`config.mk`:
```
export PLATFORM = sky130hd
export DESIGN_NAME = soc_band_charge_controller
export DESIGN_NICKNAME = d
export VERILOG_FILES = /design/src/rtl/scb_pkg.sv /design/src/rtl/scb_divider.sv /design/src/rtl/scb_datapath.sv /design/src/rtl/scb_ctrl.sv /design/src/rtl/soc_band_charge_controller.sv
export SDC_FILE = /design/constraint.sdc
export NUM_CORES = 2
export LEC_CHECK = 0
export ABC_AREA = 1
export BUFFER_PORTS_ARGS = -buffer_cell sky130_fd_sc_hd__buf_4
export CAP_MARGIN = 15
export CORE_UTILIZATION = 65
export DETAILED_ROUTE_END_ITERATION = 7
export PLACE_DENSITY = 0.83
export SLEW_MARGIN = 10
export SYNTH_ARGS = -nofsm -noshare
export SYNTH_HDL_FRONTEND = slang
export SYNTH_SLANG_ARGS = --single-unit
```
`constraint.sdc`:
```
create_clock -name clk -period 14.05 [get_ports clk]
set_clock_uncertainty 0.2 [all_clocks]
set_input_delay 1.405 -clock clk [delete_from_list [all_inputs] [get_ports clk]]
set_output_delay 1.405 -clock clk [all_outputs]
set_load 0.02 [all_outputs]
```
`src/rtl/scb_pkg.sv`:
```
`default_nettype none
package scb_pkg;

  localparam int LVL_W  = 14;
  localparam int PWR_W  = 23;
  localparam int REQ_W  = 24;
  localparam int BAND_W = 3;
  localparam int CFG_W  = 14;
  localparam int CFG_IDX_W = 2;
  // distance past an edge, magnitude
  localparam int DIST_W = 15;
  // product of power and distance
  localparam int PROD_W = PWR_W + DIST_W;
  localparam int DIV_CNT_W = 6;

  localparam logic [PWR_W-1:0] OUT_MAX = 23'd8388607;

  typedef enum logic [BAND_W-1:0] {
    BAND_FAR_BELOW = 3'd0,
    BAND_BELOW     = 3'd1,
    BAND_ON        = 3'd2,
    BAND_ABOVE     = 3'd3,
    BAND_FAR_ABOVE = 3'd4
  } band_t;

  typedef enum logic [CFG_IDX_W-1:0] {
    CFG_LEAVE = 2'd0,
    CFG_ENTER = 2'd1,
    CFG_FAR   = 2'd2,
    CFG_DIV   = 2'd3
  } cfg_idx_t;

  typedef enum logic [2:0] {
    ST_IDLE,
    ST_BAND,
    ST_MUL,
    ST_DIV_START,
    ST_DIV_WAIT,
    ST_FIN
  } ctrl_state_t;

  typedef struct packed {
    logic [LVL_W-1:0] target_level;
    logic [LVL_W-1:0] measured_level;
    logic [PWR_W-1:0] charge_power;
    logic [PWR_W-1:0] discharge_power;
    logic             charge_off;
    logic             discharge_off;
  } scb_in_t;

  typedef struct packed {
    logic signed [REQ_W-1:0] power_request;
    logic [BAND_W-1:0]       band;
  } scb_out_t;

  typedef struct packed {
    logic load;
    logic band_en;
    logic mul_en;
    logic div_start;
    logic out_load;
  } scb_cmd_t;

  typedef struct packed {
    logic div_done;
  } scb_status_t;

endpackage
`default_nettype wire

```
`src/rtl/scb_divider.sv`:
```
`default_nettype none
module scb_divider
  import scb_pkg::*;
(
  input  wire logic              clk,
  input  wire logic              rst_n,
  input  wire logic              start,
  input  wire logic [PROD_W-1:0] dividend,
  input  wire logic [CFG_W-1:0]  divisor,
  output logic [PROD_W-1:0]      quotient,
  output logic                   done
);

  logic [PROD_W-1:0]    q_r, q_nxt;
  logic [CFG_W:0]       rem_r, rem_nxt;
  logic [CFG_W-1:0]     dvs_r, dvs_nxt;
  logic [DIV_CNT_W-1:0] cnt_r, cnt_nxt;
  logic                 busy_r, busy_nxt;
  logic                 done_r, done_nxt;
  logic [CFG_W:0]       rem_sh;

  // restoring division, one quotient bit per cycle
  always_comb begin
    q_nxt    = q_r;
    rem_nxt  = rem_r;
    dvs_nxt  = dvs_r;
    cnt_nxt  = cnt_r;
    busy_nxt = busy_r;
    done_nxt = 1'b0;
    rem_sh   = {rem_r[CFG_W-1:0], q_r[PROD_W-1]};
    if (start) begin
      q_nxt    = dividend;
      rem_nxt  = '0;
      dvs_nxt  = divisor;
      cnt_nxt  = DIV_CNT_W'(PROD_W);
      busy_nxt = 1'b1;
    end else if (busy_r) begin
      if (rem_sh >= {1'b0, dvs_r}) begin
        rem_nxt = rem_sh - {1'b0, dvs_r};
        q_nxt   = {q_r[PROD_W-2:0], 1'b1};
      end else begin
        rem_nxt = rem_sh;
        q_nxt   = {q_r[PROD_W-2:0], 1'b0};
      end
      cnt_nxt = cnt_r - 1'b1;
      if (cnt_r == DIV_CNT_W'(1)) begin
        busy_nxt = 1'b0;
        done_nxt = 1'b1;
      end
    end
  end

  always_ff @(posedge clk) begin
    q_r   <= q_nxt;
    rem_r <= rem_nxt;
    dvs_r <= dvs_nxt;
    cnt_r <= cnt_nxt;
    if (!rst_n) begin
      busy_r <= 1'b0;
      done_r <= 1'b0;
    end else begin
      busy_r <= busy_nxt;
      done_r <= done_nxt;
    end
  end

  assign quotient = q_r;
  assign done     = done_r;

endmodule
`default_nettype wire

```
`src/rtl/scb_datapath.sv`:
```
`default_nettype none
module scb_datapath
  import scb_pkg::*;
(
  input  wire logic                 clk,
  input  wire logic                 rst_n,
  input  wire logic                 cfg_we,
  input  wire logic [CFG_IDX_W-1:0] cfg_index,
  input  wire logic [CFG_W-1:0]     cfg_data,
  input  wire scb_in_t              in_data,
  input  wire scb_cmd_t             cmd,
  output scb_status_t               status,
  output scb_out_t                  out_data
);

  logic [CFG_W-1:0] leave_r, enter_r, far_r, ramp_r;
  scb_in_t          item_r;
  band_t            band_r, band_nxt;
  logic [PWR_W-1:0] p_r;
  logic [DIST_W-1:0] x_r;
  logic             neg_r;
  logic [PROD_W-1:0] prod_r;
  scb_out_t         out_r, out_nxt;

  logic signed [LVL_W+2:0] t_s, m_s;
  logic signed [LVL_W+2:0] lv_lo, lv_hi, en_lo, en_hi, fa_lo, fa_hi;
  logic signed [LVL_W+2:0] d_above, d_below, d_sel;
  logic [CFG_W-1:0]  div_eff;
  logic [PROD_W-1:0] quo;
  logic              div_done;
  logic [PWR_W-1:0]  mag;
  logic [REQ_W-1:0]  mag_ext;

  // configuration registers
  always_ff @(posedge clk) begin
    if (!rst_n) begin
      leave_r <= '0;
      enter_r <= '0;
      far_r   <= '0;
      ramp_r  <= CFG_W'(1);
    end else if (cfg_we) begin
      unique case (cfg_idx_t'(cfg_index))
        CFG_LEAVE: leave_r <= cfg_data;
        CFG_ENTER: enter_r <= cfg_data;
        CFG_FAR:   far_r   <= cfg_data;
        CFG_DIV:   ramp_r  <= cfg_data;
        default:   ;
      endcase
    end
  end

  // band edges around the target
  always_comb begin
    t_s   = signed'({3'b000, item_r.target_level});
    m_s   = signed'({3'b000, item_r.measured_level});
    lv_lo = t_s - signed'({3'b000, leave_r});
    lv_hi = t_s + signed'({3'b000, leave_r});
    en_lo = t_s - signed'({3'b000, enter_r});
    en_hi = t_s + signed'({3'b000, enter_r});
    fa_lo = t_s - signed'({3'b000, far_r});
    fa_hi = t_s + signed'({3'b000, far_r});
  end

  // hysteresis band update
  always_comb begin
    band_nxt = band_r;
    case (band_r)
      BAND_FAR_ABOVE: begin
        if (m_s < fa_lo)      band_nxt = BAND_FAR_BELOW;
        else if (m_s < lv_lo) band_nxt = BAND_BELOW;
        else if (m_s < en_hi) band_nxt = BAND_ON;
        else if (m_s < fa_hi) band_nxt = BAND_ABOVE;
      end
      BAND_ABOVE: begin
        if (m_s > fa_hi)      band_nxt = BAND_FAR_ABOVE;
        else if (m_s < fa_lo) band_nxt = BAND_FAR_BELOW;
        else if (m_s < lv_lo) band_nxt = BAND_BELOW;
        else if (m_s < en_hi) band_nxt = BAND_ON;
      end
      BAND_BELOW: begin
        if (m_s > fa_hi)      band_nxt = BAND_FAR_ABOVE;
        else if (m_s > lv_hi) band_nxt = BAND_ABOVE;
        else if (m_s > en_lo) band_nxt = BAND_ON;
        else if (m_s < fa_lo) band_nxt = BAND_FAR_BELOW;
      end
      BAND_FAR_BELOW: begin
        if (m_s > fa_hi)      band_nxt = BAND_FAR_ABOVE;
        else if (m_s > lv_hi) band_nxt = BAND_ABOVE;
        else if (m_s > en_lo) band_nxt = BAND_ON;
        else if (m_s > fa_lo) band_nxt = BAND_BELOW;
      end
      default: begin
        if (m_s > fa_hi)      band_nxt = BAND_FAR_ABOVE;
        else if (m_s > lv_hi) band_nxt = BAND_ABOVE;
        else if (m_s < fa_lo) band_nxt = BAND_FAR_BELOW;
        else if (m_s < lv_lo) band_nxt = BAND_BELOW;
        else                  band_nxt = BAND_ON;
      end
    endcase
  end

  // ramp distances past the entering edge
  always_comb begin
    d_above = m_s - en_lo;
    d_below = en_hi - m_s;
    d_sel   = (band_nxt == BAND_ABOVE) ? d_above : d_below;
  end

  always_ff @(posedge clk) begin
    if (!rst_n) begin
      band_r <= BAND_ON;
    end else if (cmd.band_en) begin
      band_r <= band_nxt;
    end
  end

  // input capture, operand select, multiply
  always_ff @(posedge clk) begin
    if (cmd.load) begin
      item_r <= in_data;
    end
    if (cmd.band_en) begin
      p_r   <= (band_nxt == BAND_ABOVE) ? item_r.discharge_power : item_r.charge_power;
      neg_r <= d_sel[LVL_W+2];
      x_r   <= d_sel[LVL_W+2] ? DIST_W'(-d_sel) : DIST_W'(d_sel);
    end
    if (cmd.mul_en) begin
      prod_r <= PROD_W'(p_r) * PROD_W'(x_r);
    end
  end

  assign div_eff = (ramp_r == '0) ? CFG_W'(1) : ramp_r;

  scb_divider u_div (
    .clk      (clk),
    .rst_n    (rst_n),
    .start    (cmd.div_start),
    .dividend (prod_r),
    .divisor  (div_eff),
    .quotient (quo),
    .done     (div_done)
  );

  assign status.div_done = div_done;

  // request from the new band; cap at the available power, else saturate
  always_comb begin
    if (!neg_r) begin
      mag = (quo > PROD_W'(p_r)) ? p_r : quo[PWR_W-1:0];
    end else begin
      mag = (quo > PROD_W'(OUT_MAX)) ? OUT_MAX : quo[PWR_W-1:0];
    end
    mag_ext = {1'b0, mag};
    out_nxt.band = band_r;
    out_nxt.power_request = '0;
    case (band_r)
      BAND_FAR_ABOVE: begin
        if (!item_r.discharge_off) out_nxt.power_request = {1'b0, item_r.discharge_power};
      end
      BAND_ABOVE: begin
        if (!item_r.discharge_off) begin
          out_nxt.power_request = neg_r ? -mag_ext : mag_ext;
        end
      end
      BAND_BELOW: begin
        if (!item_r.charge_off) begin
          out_nxt.power_request = neg_r ? mag_ext : -mag_ext;
        end
      end
      BAND_FAR_BELOW: begin
        if (!item_r.charge_off) out_nxt.power_request = -{1'b0, item_r.charge_power};
      end
      default: out_nxt.power_request = '0;
    endcase
  end

  always_ff @(posedge clk) begin
    if (cmd.out_load) begin
      out_r <= out_nxt;
    end
  end

  assign out_data = out_r;

endmodule
`default_nettype wire

```
`src/rtl/scb_ctrl.sv`:
```
`default_nettype none
module scb_ctrl
  import scb_pkg::*;
(
  input  wire logic        clk,
  input  wire logic        rst_n,
  input  wire logic        in_valid,
  output logic             in_ready,
  output logic             out_valid,
  input  wire logic        out_ready,
  input  wire scb_status_t status,
  output scb_cmd_t         cmd
);

  ctrl_state_t state_r, state_nxt;
  logic        out_valid_r, out_valid_nxt;

  always_ff @(posedge clk) begin
    if (!rst_n) begin
      state_r     <= ST_IDLE;
      out_valid_r <= 1'b0;
    end else begin
      state_r     <= state_nxt;
      out_valid_r <= out_valid_nxt;
    end
  end

  // sequencing: capture, band, multiply, divide, write result word
  always_comb begin
    state_nxt = state_r;
    cmd       = '0;
    in_ready  = 1'b0;
    unique case (state_r)
      ST_IDLE: begin
        in_ready = 1'b1;
        if (in_valid) begin
          cmd.load  = 1'b1;
          state_nxt = ST_BAND;
        end
      end
      ST_BAND: begin
        cmd.band_en = 1'b1;
        state_nxt   = ST_MUL;
      end
      ST_MUL: begin
        cmd.mul_en = 1'b1;
        state_nxt  = ST_DIV_START;
      end
      ST_DIV_START: begin
        cmd.div_start = 1'b1;
        state_nxt     = ST_DIV_WAIT;
      end
      ST_DIV_WAIT: begin
        if (status.div_done) state_nxt = ST_FIN;
      end
      ST_FIN: begin
        if (!out_valid_r || out_ready) begin
          cmd.out_load = 1'b1;
          state_nxt    = ST_IDLE;
        end
      end
      default: state_nxt = ST_IDLE;
    endcase
    out_valid_nxt = cmd.out_load | (out_valid_r & ~out_ready);
  end

  assign out_valid = out_valid_r;

endmodule
`default_nettype wire

```
`src/rtl/soc_band_charge_controller.sv`:
```
`default_nettype none
// Charge-level band controller. Each accepted word carries a target level, a measured
// level, the available charge and discharge power and two disable flags; it moves a
// five-band hysteresis state and returns one word with the signed power request and the
// new band. An item passes through capture, band update, multiply and divider start, then
// the restoring divider, which produces one quotient bit per cycle over the 38-bit
// power-distance product, then a hand-off state and the load of the output register. One
// item is in flight at a time; a new one is taken while the previous result still waits
// in the output register, and a result that is not taken holds the following item at the
// output stage. Configuration is written through cfg_we, cfg_index and cfg_data; the user
// must write it only while the block is idle, which the block itself does not enforce.
module soc_band_charge_controller
  import scb_pkg::*;
(
  input  wire logic                 clk,
  input  wire logic                 rst_n,
  input  wire logic                 cfg_we,
  input  wire logic [CFG_IDX_W-1:0] cfg_index,
  input  wire logic [CFG_W-1:0]     cfg_data,
  input  wire logic                 in_valid,
  output logic                      in_ready,
  input  wire scb_in_t              in_data,
  output logic                      out_valid,
  input  wire logic                 out_ready,
  output scb_out_t                  out_data
);

  scb_cmd_t    cmd;
  scb_status_t status;

  scb_ctrl u_ctrl (
    .clk       (clk),
    .rst_n     (rst_n),
    .in_valid  (in_valid),
    .in_ready  (in_ready),
    .out_valid (out_valid),
    .out_ready (out_ready),
    .status    (status),
    .cmd       (cmd)
  );

  scb_datapath u_dp (
    .clk       (clk),
    .rst_n     (rst_n),
    .cfg_we    (cfg_we),
    .cfg_index (cfg_index),
    .cfg_data  (cfg_data),
    .in_data   (in_data),
    .cmd       (cmd),
    .status    (status),
    .out_data  (out_data)
  );

endmodule
`default_nettype wire

```
==> impl_metrics.ini <==
[outcome]
status = completed

[synthesis]
postSynthAreaPerCell_um2 = 7.98
syn-cell-area_um2 = 32900
synth_most_common_cell = nand2_1
postSynthCellCount = 4120
synth_edf_count = 232
ys_seq_elements = 317
synthDistinctLibCells = 67
synth_top_area_share_pct = 21.2
yosys_most_used_dff = edfxtp_1
ys_seq_area_share_pct = 26.4
yosysWarnings = 0
synth_top_cell_by_area = edfxtp_1
yosys-top-cells-area = edfxtp_1 (21%), fa_1 (17%), ha_1 (12%)
ys_top_cells_by_count = nand2_1 (995), inv_1 (804), ha_1 (311)
syn-num-nets = 4808
ys_async_sr_fraction_pct = 0

[detailed_routing]
drc_errors = 0
avgRoutedWirePerCell_um = 17.2
viasPerCell = 5.64
drtPass1Iterations = 8
drtIter0Drc = 2147
antenna_left = 0
finalWirelength_um = 83300
via_count = 27300

[sta]
hold_viol_final = 0
min_period_ns = 7.50
relSlewSlack_pct = 23.2
holdWs_ns = 0.232
setup_tns_ns = 0
fmax_mhz = 133
slew_violations = 0
worst_pin_slew_ns = 1.15
rsz0062_at_grt = no
setup_viol = 0
fin_crit_sh_pct = 53.4

[die]
num_rows = 82
start_util_pct = 65.8
coreArea_um2 = 50000
die-height_um = 227
die-area_um2 = 51500
die_w_um = 227
io_pins = 126

[clocking]
cts_tree = done
clk_latency_ns = 0.55
post_cts_buffers = 0
root_buffer = clkbuf_16
numCtsBuffers = 35
cts_buffer_depth = 3
cts_resized = 0
path_clk_slew_ns = 0.07
cts_hold_buffers = 0
numClockSinks = 317
htreeDepth = 2

[finish]
area_delta_synth_final_pct = 7.10
num-nets-final = 4828
layout-drive-gt1-share_pct = 6.87
num_antenna_cells = 0

[placement]
hpwl_um = 65100
gp_congestion = 0.970
portBuffers = 125

[critical_path]
crit_path_start_kind = flip-flop
arrival_ns = 7.60
cpMostUsedCell = fa_1
slowest_stage = edfxtp_1
required_ns = 14.15
crit_type = flip-flop to flip-flop
cp_cell_sequence = nand2_1, fa_1, inv_1, fa_1, inv_1, fa_1, inv_1, fa_1, fa_1, fa_1, ha_1, a21oi_1, o21a_1, o221a_2, nand2_1, a21oi_1, inv_1, nand2_1, o21ai_0, a21boi_0, o21ai_0, a21boi_0, o21ai_0, xor2_1
crit_fanout = 23
endpoint_kind = flip-flop
cpPeakStageDelay_ns = 0.92

[grt]
grt-ovfl-total = 0
antenna_found_initial = 0
grt_usage_pct = 33.3
grt_max_degree = 74
grt_pass1_wl_um = 134000
grt_pass1_vias = 26800

[min_path]
hold_class = flip-flop to flip-flop

[flow_run]
drv_cap = 0
critical path: cells and delay by family (launching register included):
kind                     cells  cell delay (ns)
AND/OR/NAND/NOR              3             0.32
buffers and inverters        4             0.25
AO/OA/AOI/OAI                9             1.95
adder cells (fa/ha/maj)      7             3.45
flip-flops                   1             0.92
XOR/XNOR                     1             0.15
placed cells by master, fill, tap and decap left out, drive strengths merged, types with 85 or more instances in the layout:
| master | Yosys | final |
|---|---|---|
| buf | 24 | 140 |
| nor2 | 223 | 223 |
| dfxtp | 85 | 85 |
| xor2 | 125 | 125 |
| a21oi | 239 | 239 |
| o21ai | 201 | 201 |
| inv | 821 | 825 |
| nand2 | 1026 | 1026 |
| nand3 | 145 | 145 |
| ha | 311 | 311 |
| edfxtp | 232 | 232 |
| fa | 280 | 280 |
metrics by stage:
step	utilization, %	cell area (um^2)	instances	setup WS, ns
2_1_floorplan	-	32900	4120	7.38
6_report	70.4	35200	4837	6.55
3_5_place_dp	68.2	34100	4775	6.66
5_1_grt	70.4	35200	4837	6.04
3_3_place_gp	68.2	34100	4775	6.77
4_1_cts	70.4	35200	4837	6.65
kinds of logic after synthesis:
kind of cell	count (synthesis)	synth area share [%]
flip-flops	317	26.4
XOR/XNOR	162	4.32
AND/OR/NAND/NOR	1502	19.2
adder cells (fa/ha/maj)	591	28.9
AO/OA/AOI/OAI	568	9.75
buffers and inverters	980	11.5
state kept, by name, summed over array words and instances (netlist names), 6 cells and up:
register,flops
u_dp.item_r,76
u_dp.prod_r,38
u_dp.u_div.quotient,38
u_dp.out_data,27
u_dp.p_r,23
u_dp.x_r,15
u_dp.enter_r,14
u_dp.far_r,14
u_dp.leave_r,14
u_dp.ramp_r,14
u_dp.u_div.dvs_r,14
u_dp.u_div.rem_r,14
u_dp.u_div.cnt_r,6
final cells by class:
type                       instances  area [um^2]
sequential                       317         8670
multi-input combinational       2823        20400
clock inverter                    17          134
tap                              672          841
fill                            3963        14800
clock buffer                      45          966
inverter                         823         3090
timing repair buffer             140         1050
per-layer routing:
metal | part of all wire (%) | vias to the layer above | GRT usage, % | wire length (um)
met4 | 4.6 | 0 | 15.3 | 3840
met3 | 7.1 | 253 | 4.34 | 5930
met5 | 0 | - | 0 | 0
li1 | - | 13000 | - | -
met1 | 38 | 12900 | 40.5 | 32000
met2 | 50 | 1147 | 58.6 | 41500
path summary, 6_finish.rpt:
| check | startpoint | to | slack, ns | cells after the start |
|---|---|---|---|---|
| max | u_dp.x_r[6]$_DFFE_PP_ | u_dp.prod_r[36]$_DFFE_PP_ | 6.55 | 24 |
| min | u_dp.ramp_r[12]$_SDFFE_PN0P_ | u_dp.u_div.dvs_r[12]$_SDFFCE_PN0P_ | 0.23 | 0 |
| max reg2reg | u_dp.x_r[6]$_DFFE_PP_ | u_dp.prod_r[36]$_DFFE_PP_ | 6.55 | 24 |
| min reg2reg | u_dp.ramp_r[12]$_SDFFE_PN0P_ | u_dp.u_div.dvs_r[12]$_SDFFCE_PN0P_ | 0.23 | 0 |
Power is not shown: default switching activity piles up to over one toggle a cycle in this logic, so the estimate is an artifact.
